--- config.mk ---
export PLATFORM = sky130hd
export DESIGN_NAME = footswitch_gesture_classifier_flat
export DESIGN_NICKNAME = d
export VERILOG_FILES = /design/src/gfc_pkg.sv /design/src/gfc_in_if.sv /design/src/gfc_out_if.sv /design/src/footswitch_gesture_classifier.sv /design/src/gfc_cfg.sv /design/src/gfc_logic.sv /design/src/flat_wrapper.sv
export VERILOG_INCLUDE_DIRS = /design/src /design/src/src
export SDC_FILE = /design/constraint.sdc
export NUM_CORES = 1
export LEC_CHECK = 0
export ABC_AREA = 1
export BUFFER_PORTS_ARGS = -buffer_cell sky130_fd_sc_hd__buf_2
export CAP_MARGIN = 0
export CORE_MARGIN = 2
export CORE_UTILIZATION = 45
export DETAILED_ROUTE_END_ITERATION = 10
export GPL_ROUTABILITY_DRIVEN = 0
export GPL_TIMING_DRIVEN = 0
export PLACE_DENSITY = 0.66
export SYNTH_ARGS = -nofsm -noshare
export SYNTH_HDL_FRONTEND = slang
export SYNTH_HIERARCHICAL = 1
export SYNTH_SLANG_ARGS = --single-unit
export TNS_END_PERCENT = 1
--- constraint.sdc ---
create_clock -name clk -period 4.65 [get_ports clk]
set_input_delay 0.6975 -clock clk [delete_from_list [all_inputs] [get_ports clk]]
set_output_delay 0.6975 -clock clk [all_outputs]
set_load 0.05 [all_outputs]
--- src/assert_macros.svh ---
// Assertion macros shared by the gesture classifier RTL.
// Depends on nothing; included by the files that check their own logic.
`ifndef ASSERT_MACROS_SVH
`define ASSERT_MACROS_SVH

// The expression holds at every clock edge outside reset.
`define ASSERT_ALWAYS(label, clk, rst, expr) \
  label: assert property (@(posedge clk) disable iff (rst) (expr)) \
    else $error("assertion failed: label");

// The consequent holds in the cycle after the antecedent.
`define ASSERT_NEXT(label, clk, rst, ante, cons) \
  label: assert property (@(posedge clk) disable iff (rst) (ante) |=> (cons)) \
    else $error("assertion failed: label");

`endif

--- src/gfc_pkg.sv ---
// Types, codes and the per-foot event function of the footswitch gesture classifier.
// Depends on nothing; imported by footswitch_gesture_classifier, gfc_cfg and gfc_logic.
`timescale 1ns / 1ps

package gfc_pkg;

  localparam int unsigned SWITCH_COUNT = 16;
  localparam int unsigned APB_ADDR_W = 5;

  typedef enum logic [2:0] {
    REG_ON_IDX   = 3'd0,
    REG_AUX_IDX  = 3'd1,
    REG_UP_IDX   = 3'd2,
    REG_DOWN_IDX = 3'd3,
    REG_HOLD     = 3'd4
  } reg_idx_t;

  typedef enum logic [2:0] {
    EK_PRESS   = 3'd0,
    EK_SHORT   = 3'd1,
    EK_HOLD    = 3'd2,
    EK_RELEASE = 3'd3,
    EK_REPEAT  = 3'd4
  } event_kind_t;

  typedef enum logic [2:0] {
    GC_ON_SHORT  = 3'd0,
    GC_AUX_SHORT = 3'd1,
    GC_ON_HOLD   = 3'd2,
    GC_AUX_HOLD  = 3'd3,
    GC_BOTH_HOLD = 3'd4,
    GC_MODE_UP   = 3'd5,
    GC_MODE_DOWN = 3'd6
  } gesture_code_t;

  typedef struct packed {
    logic [3:0]  on_idx;
    logic [3:0]  aux_idx;
    logic [3:0]  up_idx;
    logic [3:0]  down_idx;
    logic [30:0] hold_time_us;
  } cfg_t;

  typedef struct packed {
    logic        on_down;
    logic        aux_down;
    logic        chord_active;
    logic        chord_settled;
    logic        single_hold_fired;
    logic [31:0] chord_start_us;
  } st_t;

  typedef struct packed {
    logic        func;
    logic [31:0] now_us;
    logic [3:0]  switch_index;
    logic [2:0]  event_kind;
    logic [31:0] press_time_us;
  } item_t;

  typedef struct packed {
    logic [2:0]  gesture_code;
    logic [31:0] gesture_time_us;
  } res_t;

  typedef struct packed {
    st_t        st;
    logic       hit;
    logic [2:0] code;
  } foot_res_t;

  // One event on one foot, applied to the state as it stands.
  function automatic foot_res_t foot_apply(st_t s, logic is_aux, logic [2:0] kind,
                                           logic [31:0] press);
    foot_res_t r;
    logic      other_down;
    r.st = s;
    r.hit = 1'b0;
    r.code = GC_ON_SHORT;
    other_down = is_aux ? s.on_down : s.aux_down;
    case (kind)
      EK_PRESS: begin
        if (is_aux) r.st.aux_down = 1'b1;
        else r.st.on_down = 1'b1;
        if (other_down && !s.chord_active) begin
          r.st.chord_active = 1'b1;
          r.st.chord_start_us = press;
          r.st.chord_settled = s.single_hold_fired;
        end
      end
      EK_SHORT: begin
        if (!s.chord_active) begin
          r.hit = 1'b1;
          r.code = is_aux ? GC_AUX_SHORT : GC_ON_SHORT;
        end
      end
      EK_HOLD: begin
        if (!s.chord_active) begin
          r.st.single_hold_fired = 1'b1;
          r.hit = 1'b1;
          r.code = is_aux ? GC_AUX_HOLD : GC_ON_HOLD;
        end
      end
      EK_RELEASE: begin
        if (is_aux) r.st.aux_down = 1'b0;
        else r.st.on_down = 1'b0;
        r.st.chord_settled = 1'b1;
        if (!other_down) begin
          r.st.chord_active = 1'b0;
          r.st.chord_settled = 1'b0;
          r.st.single_hold_fired = 1'b0;
        end
      end
      default: ;
    endcase
    return r;
  endfunction

endpackage

--- src/gfc_in_if.sv ---
// Stream interface that carries switch events and time checks into the classifier.
// Depends on nothing.
`timescale 1ns / 1ps

interface gfc_in_if;
  logic        valid;
  logic        ready;
  logic        func;
  logic [31:0] now_us;
  logic [3:0]  switch_index;
  logic [2:0]  event_kind;
  logic [31:0] press_time_us;

  modport source (output valid, func, now_us, switch_index, event_kind, press_time_us,
                  input ready);
  modport sink (input valid, func, now_us, switch_index, event_kind, press_time_us,
                output ready);
endinterface

--- src/gfc_out_if.sv ---
// Stream interface that carries gestures out of the classifier.
// Depends on nothing.
`timescale 1ns / 1ps

interface gfc_out_if;
  logic        valid;
  logic        ready;
  logic [2:0]  gesture_code;
  logic [31:0] gesture_time_us;

  modport source (output valid, gesture_code, gesture_time_us, input ready);
  modport sink (input valid, gesture_code, gesture_time_us, output ready);
endinterface

--- src/footswitch_gesture_classifier.sv ---
// A word accepted at the input passes the input register and then the result register on
// its way to the output. Throughput: one word per cycle while the output is not stalled; the state
// update is a single pass of gfc_logic between the input register and the result register.
// A stalled result stops the input register only once it too is full.
// Reset (rst, synchronous, active high) clears both registers' valid bits, the foot
// and chord state, and loads the configuration defaults.
`timescale 1ns / 1ps
`include "assert_macros.svh"

module footswitch_gesture_classifier
  import gfc_pkg::*;
(
  input  logic                  clk,
  input  logic                  rst,
  gfc_in_if.sink                events,
  gfc_out_if.source             gestures,
  input  logic                  psel,
  input  logic                  penable,
  input  logic                  pwrite,
  input  logic [APB_ADDR_W-1:0] paddr,
  input  logic [31:0]           pwdata,
  output logic [31:0]           prdata,
  output logic                  pready
);

  cfg_t  cfg;
  st_t   st;
  st_t   st_next;
  item_t stage;
  logic  stage_valid;
  logic  advance;
  logic  hit;
  res_t  res_next;
  res_t  out_res;
  logic  out_valid;

  gfc_cfg u_cfg (
    .clk     (clk),
    .rst     (rst),
    .psel    (psel),
    .penable (penable),
    .pwrite  (pwrite),
    .paddr   (paddr),
    .pwdata  (pwdata),
    .prdata  (prdata),
    .pready  (pready),
    .cfg     (cfg)
  );

  gfc_logic u_logic (
    .cfg     (cfg),
    .st      (st),
    .item    (stage),
    .st_next (st_next),
    .hit     (hit),
    .res     (res_next)
  );

  // The staged word is processed once the result register can take its gesture.
  assign advance       = !out_valid || gestures.ready;
  assign events.ready  = !stage_valid || advance;

  assign gestures.valid           = out_valid;
  assign gestures.gesture_code    = out_res.gesture_code;
  assign gestures.gesture_time_us = out_res.gesture_time_us;

  always_ff @(posedge clk) begin
    if (rst) begin
      stage_valid <= 1'b0;
      out_valid   <= 1'b0;
      st          <= '0;
    end else begin
      if (events.valid && events.ready) begin
        stage_valid         <= 1'b1;
        stage.func          <= events.func;
        stage.now_us        <= events.now_us;
        stage.switch_index  <= events.switch_index;
        stage.event_kind    <= events.event_kind;
        stage.press_time_us <= events.press_time_us;
      end else if (advance) begin
        stage_valid <= 1'b0;
      end
      if (stage_valid && advance) begin
        st        <= st_next;
        out_valid <= hit;
        if (hit) out_res <= res_next;
      end else if (gestures.ready) begin
        out_valid <= 1'b0;
      end
    end
  end

  `ASSERT_ALWAYS(a_chord_needs_foot, clk, rst, !st.chord_active || st.on_down || st.aux_down)
  `ASSERT_NEXT(a_stage_held, clk, rst, stage_valid && !advance, stage_valid)
  `ASSERT_NEXT(a_both_hold_settles, clk, rst, stage_valid && advance && hit && res_next.gesture_code == GC_BOTH_HOLD, st.chord_settled)

endmodule

--- src/gfc_cfg.sv ---
// APB-style configuration registers of the gesture classifier.
// Depends on gfc_pkg.
`timescale 1ns / 1ps

module gfc_cfg
  import gfc_pkg::*;
(
  input  logic                  clk,
  input  logic                  rst,
  input  logic                  psel,
  input  logic                  penable,
  input  logic                  pwrite,
  input  logic [APB_ADDR_W-1:0] paddr,
  input  logic [31:0]           pwdata,
  output logic [31:0]           prdata,
  output logic                  pready,
  output cfg_t                  cfg
);

  logic [2:0] reg_sel;
  logic       wr_en;

  assign pready  = 1'b1;
  assign reg_sel = paddr[4:2];
  assign wr_en   = psel && penable && pwrite;

  always_ff @(posedge clk) begin
    if (rst) begin
      cfg.on_idx       <= 4'd0;
      cfg.aux_idx      <= 4'd1;
      cfg.up_idx       <= 4'd2;
      cfg.down_idx     <= 4'd3;
      cfg.hold_time_us <= 31'd500000;
    end else if (wr_en) begin
      case (reg_sel)
        REG_ON_IDX:   cfg.on_idx       <= pwdata[3:0];
        REG_AUX_IDX:  cfg.aux_idx      <= pwdata[3:0];
        REG_UP_IDX:   cfg.up_idx       <= pwdata[3:0];
        REG_DOWN_IDX: cfg.down_idx     <= pwdata[3:0];
        REG_HOLD:     cfg.hold_time_us <= pwdata[30:0];
        default: ;
      endcase
    end
  end

  always_comb begin
    case (reg_sel)
      REG_ON_IDX:   prdata = {28'd0, cfg.on_idx};
      REG_AUX_IDX:  prdata = {28'd0, cfg.aux_idx};
      REG_UP_IDX:   prdata = {28'd0, cfg.up_idx};
      REG_DOWN_IDX: prdata = {28'd0, cfg.down_idx};
      REG_HOLD:     prdata = {1'b0, cfg.hold_time_us};
      default:      prdata = 32'd0;
    endcase
  end

endmodule

--- src/gfc_logic.sv ---
// Combinational classifier: next state and gesture for one word.
// Depends on gfc_pkg (types, codes and foot_apply).
`timescale 1ns / 1ps

module gfc_logic
  import gfc_pkg::*;
(
  input  cfg_t  cfg,
  input  st_t   st,
  input  item_t item,
  output st_t   st_next,
  output logic  hit,
  output res_t  res
);

  logic [31:0] deadline;
  logic [31:0] diff;
  logic        idx_ok;
  logic        is_step;
  foot_res_t   on_r;
  foot_res_t   aux_r;

  assign deadline = st.chord_start_us + {1'b0, cfg.hold_time_us};
  assign diff     = item.now_us - deadline;
  assign idx_ok   = {5'd0, item.switch_index} < 9'(SWITCH_COUNT);
  assign is_step  = item.event_kind inside {EK_SHORT, EK_HOLD, EK_REPEAT};

  // The main foot sees the event first; the aux foot sees the state it leaves.
  always_comb begin
    on_r = foot_apply(st, 1'b0, item.event_kind, item.press_time_us);
    if (item.switch_index != cfg.on_idx) begin
      on_r.st  = st;
      on_r.hit = 1'b0;
    end
    aux_r = foot_apply(on_r.st, 1'b1, item.event_kind, item.press_time_us);
    if (item.switch_index != cfg.aux_idx || on_r.hit) begin
      aux_r.st  = on_r.st;
      aux_r.hit = 1'b0;
    end
  end

  always_comb begin
    st_next = st;
    hit = 1'b0;
    res.gesture_code = GC_BOTH_HOLD;
    res.gesture_time_us = item.press_time_us;
    if (!item.func) begin
      if (st.chord_active && !st.chord_settled && !diff[31]) begin
        st_next.chord_settled = 1'b1;
        hit = 1'b1;
        res.gesture_time_us = st.chord_start_us;
      end
    end else if (idx_ok) begin
      st_next = aux_r.st;
      if (on_r.hit) begin
        hit = 1'b1;
        res.gesture_code = on_r.code;
      end else if (aux_r.hit) begin
        hit = 1'b1;
        res.gesture_code = aux_r.code;
      end else if (is_step && item.switch_index == cfg.up_idx) begin
        hit = 1'b1;
        res.gesture_code = GC_MODE_UP;
      end else if (is_step && item.switch_index == cfg.down_idx) begin
        hit = 1'b1;
        res.gesture_code = GC_MODE_DOWN;
      end
    end
  end

endmodule
--- src/flat_wrapper.sv ---
// flat-port wrapper written by rule: the top's interface ports become plain ports
module footswitch_gesture_classifier_flat import gfc_pkg::*;
  (clk, rst, psel, penable, pwrite, paddr, pwdata, prdata, pready, events_valid, events_func, events_now_us, events_switch_index, events_event_kind, events_press_time_us, events_ready, gestures_valid, gestures_gesture_code, gestures_gesture_time_us, gestures_ready);
  gfc_in_if events_i ();
  gfc_out_if gestures_i ();
  input  logic clk;
  input  logic rst;
  input  logic psel;
  input  logic penable;
  input  logic pwrite;
  input  logic [APB_ADDR_W-1:0] paddr;
  input  logic [31:0] pwdata;
  output logic [31:0] prdata;
  output logic pready;
  input wire logic [$bits(events_i.valid)-1:0] events_valid;
  input wire logic [$bits(events_i.func)-1:0] events_func;
  input wire logic [$bits(events_i.now_us)-1:0] events_now_us;
  input wire logic [$bits(events_i.switch_index)-1:0] events_switch_index;
  input wire logic [$bits(events_i.event_kind)-1:0] events_event_kind;
  input wire logic [$bits(events_i.press_time_us)-1:0] events_press_time_us;
  output wire logic [$bits(events_i.ready)-1:0] events_ready;
  output wire logic [$bits(gestures_i.valid)-1:0] gestures_valid;
  output wire logic [$bits(gestures_i.gesture_code)-1:0] gestures_gesture_code;
  output wire logic [$bits(gestures_i.gesture_time_us)-1:0] gestures_gesture_time_us;
  input wire logic [$bits(gestures_i.ready)-1:0] gestures_ready;
  assign events_i.valid = events_valid;
  assign events_i.func = events_func;
  assign events_i.now_us = events_now_us;
  assign events_i.switch_index = events_switch_index;
  assign events_i.event_kind = events_event_kind;
  assign events_i.press_time_us = events_press_time_us;
  assign events_ready = events_i.ready;
  assign gestures_valid = gestures_i.valid;
  assign gestures_gesture_code = gestures_i.gesture_code;
  assign gestures_gesture_time_us = gestures_i.gesture_time_us;
  assign gestures_i.ready = gestures_ready;
  footswitch_gesture_classifier u_core (.clk(clk), .rst(rst), .events(events_i), .gestures(gestures_i), .psel(psel), .penable(penable), .pwrite(pwrite), .paddr(paddr), .pwdata(pwdata), .prdata(prdata), .pready(pready));
endmodule
==> reports/qor.csv, run 1 <==
stage,metric,value,unit
synthesis,ys_async_sr_fraction,0,%
timing,rsz0062_at_grt,no,
pwr,power.density,315,nW/um2
timing,final-hold-violation-count,0,
route,wirelength,28400,um
clock_network,htreeDepth,4,
route,drtIter0Drc,562,
synthesis,synthFlopType,edfxtp_1,
route,num_vias,9009,
critical_path,r2r_slack,0.87,ns
finish,nFillCells,2294,
clock_network,cts_resized,0,
clock_network,clockBufferDepth,2,
synthesis,avgSynthCellArea,8.07,um2
global_routing,grt_pass1_vias,8560,
finish,area_delta_synth_final,18.1,%
clock_network,cts_made_buffers,17,
clock_network,cts_tree,built,
global_routing,grt_max_degree,38,
clock_network,cts.clk_slew.worst_paths,0.08,ns
critical_path,cp-start-kind,flip-flop,
timing,slew_viol_final,0,
finish,multi_input_area,4460,um2
synthesis,syn-num-nets,1495,
status,status,"complete, no violations",
synthesis,synth_top_area_cell,edfxtp_1,
timing,setup_viol,0,
critical_path,r2r_start,u_core/u_cfg/cfg[30],
route,drc,0,
synthesis,synth_warnings,6,
route,postRouteAntennaNets,0,
finish,layout.cells.non_filler,1849,
global_routing,antenna_found_initial,0,
clock_network,ctsHoldBuffers,0,
critical_path,r2r_cells,15,
finish,n_antenna_cell,0,
synthesis,synth.cell_area,10600,um2
global_routing,overflow,0,
clock_network,insertion_delay,0.44,ns
placed_design,port_buffers,178,
route,via_per_inst,4.87,
floorplanning,die_width,158,um
pwr,total_power,0.00396,W
route,drt-pass1-iter-count,5,
clock_network,post_cts_buffers,0,
timing,period_minus_slack,3.78,ns
timing,finalCritPeriodShare,81.3,%
critical_path,crit_arrival,3.91,ns
pwr,ir_drop,0.159,mV
finish,layout_common_cells,"nand2_1 (305), inv_1 (213), buf_2 (202), nor2_1 (168), nand3_1 (142)",
global_routing,grt_pass1_wl,44100,um
critical_path,reg2reg_to,u_core/gestures.gesture_time_us[26],
floorplanning,start_util,45.6,%
hold_path,holdPathEnd,u_core/stage[37],
finish,fin_nets,1694,
synthesis,synth.area.top_cells,"edfxtp_1 (30%), dfxtp_1 (16%), nand2_1 (11%)",
clock_network,clock-sinks,193,
floorplanning,die_area,24900,um2
hold_path,hp-class,input port to flip-flop,
route,wl_per_cell,15.4,um
synthesis,synth-seq-cells,193,
hold_path,min-delay-start,events_switch_index[2],
critical_path,required,4.78,ns
hold_path,hold_path_depth,1,
synthesis,ys_types,39,
floorplanning,core_area,23300,um2
timing,tns,0,ns
timing,skew,0.0135,ns
timing,worstMarginPinSlew,0.672,ns
floorplanning,placementRows,56,
timing,fmax,264,MHz
run,max_cap_violations,0,
floorplanning,die_h,158,um
finish,layout_commonest_cell,nand2_1,
clock_network,cts-root-buf,clkbuf_16,
timing,holdWs,0.433,ns
critical_path,worstSetupPathType,flip-flop to flip-flop,
finish,regArea,4930,um2
pwr,power_leakage,5.84,nW
synthesis,syn_inst,1318,
timing,max_slew_margin,55.2,%
floorplanning,io_pins,186,
synthesis,yosysTopAreaCellShare,30.2,%
critical_path,cp-end-kind,flip-flop,
finish,drive_above_1_share,19.5,%
synthesis,seq_area_frac_synth,46.4,%
placed_design,dp.cells,1817,
synthesis,synth_edf_count,107,
critical_path,cp_max_fo,25,
global_routing,grtUsageTotal,23.3,%
placed_design,hpwl,21400,um
## state kept, by name, summed over array words and instances (netlist names)
signal / count
u_core/st: 37
u_core/gestures.gesture_time_us: 32
u_core/stage_valid: 1
u_core/stage: 72
u_core/gestures.valid: 1
u_core/u_cfg/cfg: 47
u_core/gestures.gesture_code: 3
## worst max-delay path, stage by stage (launching register included)
cell and delay, ns:
dfxtp_1 0.37, inv_1 0.10, fa_1 0.52, ha_1 0.33, nand2_1 0.08, nor2_1 0.19, nand4_1 0.14, a21oi_1 0.19
nor2_1 0.08, nand3_1 0.08, nand3_1 0.12, clkbuf_1 0.27, nand3_1 0.22, nand2_1 0.13, nor2_4 0.40, buf_12 0.25
## where the power goes
group / leakage [nW] / switching, W / internal (W)
combinational: 3.87 / 0.000353 / 0.000214
sequential: 1.69 / 0.0000560 / 0.00188
clock: 0.273 / 0.000703 / 0.000757
## final cells by class
class                   instances  share of cell area, %
well taps                     319                   3.18
clock buffers                  17                   3.39
plain buffers                  63                   3.18
multi-input cells             835                   35.5
flip-flops and latches        193                   39.3
clock inverters                15                   1.25
repair buffers                180                   7.41
inverters                     227                   6.81
## stage by stage
step	area [um2]	worst slack (ns)	utilization [%]
2_1_floorplan	10600	0.609	-
3_3_place_gp	11900	-1.08	51.1
3_5_place_dp	12000	0.800	51.3
4_1_cts	12600	0.781	53.8
5_1_grt	12600	0.611	53.8
6_report	12600	0.869	53.8
## cell usage after synthesis (2+ instances only)
library cell,n
nand2_4,2
o21ai_1,15
nor2_1,169
buf_6,9
a21oi_1,51
nor2_4,4
nor2_2,4
o21a_1,2
xor2_1,6
nand2_2,4
clkbuf_1,12
a21o_1,5
conb_1,2
o22ai_1,2
nand4_1,13
buf_4,17
edfxtp_1,107
fa_1,29
nand3_1,142
nand3_2,3
dfxtp_1,86
inv_2,11
buf_2,24
ha_1,32
nand2_1,305
inv_1,214
nor3_1,2
o21ai_0,28
xnor2_1,8
## cells by family after synthesis
| kind of cell | count (synthesis) | share of synthesized area [%] |
|---|---|---|
| AND/OR/NAND/NOR | 651 | 26.0 |
| buffers and inverters | 290 | 11.8 |
| flip-flops | 193 | 46.4 |
| AO/OA/AOI/OAI | 107 | 5.40 |
| adder cells (fa/ha/maj) | 61 | 9.22 |
| XOR/XNOR | 14 | 1.15 |
| other | 2 | 0.0706 |
## how the worst max path moves through the flow
| stage | endpoint | slack [ns] | startpoint | cells past startpoint |
|---|---|---|---|---|
| 6_report | u_core/gestures.gesture_time_us[26] | 0.87 | u_core/u_cfg/cfg[30] | 15 |
| 5_1_grt | u_core/gestures.gesture_time_us[26] | 0.61 | u_core/u_cfg/cfg[14] | 16 |
| 4_1_cts | u_core/gestures.gesture_time_us[26] | 0.78 | u_core/u_cfg/cfg[30] | 15 |
| 3_5_place_dp | u_core/gestures.gesture_time_us[27] | 0.80 | u_core/u_cfg/cfg[30] | 15 |
| 3_3_place_gp | u_core/gestures.gesture_time_us[27] | -1.08 | u_core/u_cfg/cfg[30] | 14 |
| 2_1_floorplan | u_core/gestures.gesture_code[0] | 0.61 | u_core/u_cfg/cfg[24] | 15 |
## per-layer routing
layer / part of all wire [%] / global-route usage, %
met2: 47 / 38.8
met3: 5.8 / 3.42
met1: 45 / 31.5
met5: 0 / 0
met4: 2.1 / 7.10
No activity file was read; power rests on OpenSTA's default activity.
==> inputs of run 2 (changes only) <==
==> constraint.sdc (replaced) <==
create_clock -name clk -period 3.9 [get_ports clk]
set_input_delay 0.585 -clock clk [delete_from_list [all_inputs] [get_ports clk]]
set_output_delay 0.585 -clock clk [all_outputs]
set_load 0.05 [all_outputs]
==> reports/qor.csv, run 2 (synthesized netlist as in run 1, its figures left out) <==
stage,metric,value,unit,change
critical_path,cp_max_fo,29,,+16%
clock_network,cts_tree,built,,
clock_network,insertion_delay,0.43,ns,about the same
finish,largest_reg_flops,72,,unchanged
finish,fin_nets,1695,,+0.059%
timing,max_slew_margin,57.8,%,+2.6 points
floorplanning,io_pins,186,,unchanged
floorplanning,die_width,158,um,unchanged
pwr,power.density,376,nW/um2,+19%
clock_network,htreeDepth,4,,unchanged
route,drc,0,,unchanged
route,wl_per_cell,15.5,um,+0.61%
timing,worstMarginPinSlew,0.633,ns,-0.0396 ns
timing,skew,0.00949,ns,-0.00404 ns
hold_path,hp-class,input port to flip-flop,,
global_routing,grt_pass1_wl,43600,um,-1.1%
finish,largest-register,u_core/stage,,
pwr,p_sw,0.00125,W,+12%
clock_network,cts.clk_slew.worst_paths,0.07,ns,about the same
clock_network,clockBufferDepth,2,,unchanged
pwr,seq_power_share,48.9,%,about the same
route,wirelength,28600,um,+0.66%
critical_path,cp-start-kind,flip-flop,,
route,drt-pass1-iter-count,5,,unchanged
finish,fin_area,12600,um2,about the same
timing,setup_viol,0,,unchanged
global_routing,overflow,0,,unchanged
route,via_per_inst,4.94,,+1.3%
floorplanning,placementRows,56,,unchanged
critical_path,path_buf_inv,3,,unchanged
finish,area_delta_synth_final,18.1,%,about the same
clock_network,cts_made_buffers,17,,unchanged
run,max_cap_violations,0,,unchanged
critical_path,required,4.03,ns,-0.75 ns
finish,drive_above_1_share,19.2,%,-0.27 points
finish,top_regs,"u_core/stage: 72 flops, u_core/u_cfg/cfg: 47 flops, u_core/st: 37 flops",,
timing,slew_viol_final,0,,unchanged
global_routing,grtUsageTotal,22.9,%,-0.38 points
placed_design,hpwl,21600,um,+1.1%
placed_design,port_buffers,178,,unchanged
pwr,ir_drop,0.188,mV,+18%
global_routing,antenna_found_initial,0,,unchanged
timing,final-hold-violation-count,0,,unchanged
critical_path,crit_chain,inv_1 -> fa_1 -> ha_1 -> nand2_1 -> nor2_1 -> nand4_1 -> a21oi_1 -> nor2_1 -> nand3_1 -> nand3_1 -> clkbuf_2 -> nand3_1 -> nand2_1 -> nor2_4 -> buf_12,,
critical_path,worstSetupPathType,flip-flop to flip-flop,,
floorplanning,core_area,23300,um2,unchanged
pwr,swShare,26.4,%,-1.6 points
clock_network,clock-sinks,193,,unchanged
finish,layout_common_cells,"nand2_1 (305), inv_1 (213), buf_2 (202), nor2_1 (168), nand3_1 (142)",,
clock_network,ctsHoldBuffers,0,,unchanged
timing,rsz0062_at_grt,no,,
global_routing,grt_max_degree,56,,+47%
critical_path,cp-end-kind,flip-flop,,
clock_network,cts-root-buf,clkbuf_16,,
finish,n_antenna_cell,0,,unchanged
placed_design,placed_area,12000,um2,about the same
route,drtIter0Drc,651,,+16%
critical_path,slowest_stage,fa_1,,
floorplanning,die_area,24900,um2,unchanged
finish,layout.cells.non_filler,1850,,+0.054%
critical_path,max_stage_delay,0.51,ns,about the same
pwr,pwr-share-clk,36.8,%,about the same
route,postRouteAntennaNets,0,,unchanged
placed_design,dp.cells,1817,,unchanged
floorplanning,die_h,158,um,unchanged
floorplanning,start_util,45.6,%,unchanged
timing,finalCritPeriodShare,91.8,%,+10 points
timing,fmax,279,MHz,+5.7%
status,status,"complete, no violations",,
pwr,comb_power_share,14.3,%,about the same
critical_path,crit_top_cell,nand3_1,,
finish,layout_commonest_cell,nand2_1,,
route,num_vias,9133,,+1.4%
pwr,power_leakage,5.85,nW,+0.16%
timing,period_minus_slack,3.58,ns,-0.203 ns
critical_path,crit_arrival,3.70,ns,-0.21 ns
critical_path,cp_top_family,simple AND/OR/NAND/NOR gates,,
pwr,p_int,0.00347,W,+22%
global_routing,grt_pass1_vias,8492,,-0.79%
finish,finalCoreUtilization,53.9,%,about the same
==> run 2: cell count changes in the layout (fill, tap and decap cells not counted), sizes merged <==
cell      change
buf           +1
bufinv        +1
clkbuf        +4
clkinvlp      -1
inv           -4
==> run 2: worst register-to-register path: stages, from the launching register on <==
cell and delay (ns):
dfxtp_1 0.35, inv_1 0.09, fa_1 0.52, ha_1 0.32
nand2_1 0.08, nor2_1 0.20, nand4_1 0.20, a21oi_1 0.29
nor2_1 0.10, nand3_1 0.10, nand3_1 0.15, clkbuf_2 0.24
nand3_1 0.17, nand2_1 0.13, nor2_4 0.13, buf_12 0.22
==> run 2: stage by stage <==
step | setup WS (ns) | total power, W | hold WS, ns | TNS, ns
after floorplan | 0.429 | 0.00280 | 0.451 | 0
after global placement | -1.06 | 0.00300 | 0.461 | -37.14
after detailed placement | -0.00777 | 0.00302 | 0.475 | -0.185
after CTS | 0.148 | 0.00476 | 0.302 | 0
after global routing | 0.102 | 0.00494 | 0.302 | 0
final | 0.321 | 0.00472 | 0.322 | 0
==> run 2: layout make-up <==
class	count	area [um2]
Clock buffer	21	462
Tap cell	319	399
Fill cell	2237	10800
Inverter	227	856
Buffer	63	400
Clock inverter	11	113
Timing Repair Buffer	181	946
Sequential cell	193	4930
Multi-Input combinational cell	835	4460
==> run 2: what timing repair did <==
action	CTS	global route
resized for setup	0	2
setup buffers	1	0
endpoints found under the setup margin	29	29
pin swaps	1	0
==> run 2: power groups by stage <==
stage                     combinational [W]  clock, W  sequential [W]
after detailed placement           0.000670         0         0.00235
final                              0.000675   0.00174         0.00231
after global placement             0.000644         0         0.00236
after CTS                          0.000675   0.00177         0.00231
after floorplan                    0.000458         0         0.00234
after global routing               0.000766   0.00185         0.00232
==> run 2: per-layer routing <==
layer	track usage [%]	up-vias	part of all wire [%]
li1	-	4526	-
met5	0	-	0
met1	30.7	4225	43
met4	7.40	0	2.3
met3	3.39	40	6.7
met2	38.2	342	48
==> run 2: worst paths after layout <==
| check | start | to | slack, ns | depth (start not counted) |
|---|---|---|---|---|
| setup / recovery | u_core/u_cfg/cfg[30] | u_core/gestures.gesture_time_us[16] | 0.32 | 15 |
| hold / removal | events_now_us[15] | u_core/stage[54] | 0.32 | 1 |
| setup reg to reg | u_core/u_cfg/cfg[30] | u_core/gestures.gesture_time_us[16] | 0.32 | 15 |
| hold reg to reg | u_core/u_cfg/cfg[8] | u_core/u_cfg/cfg[8] | 0.49 | 2 |
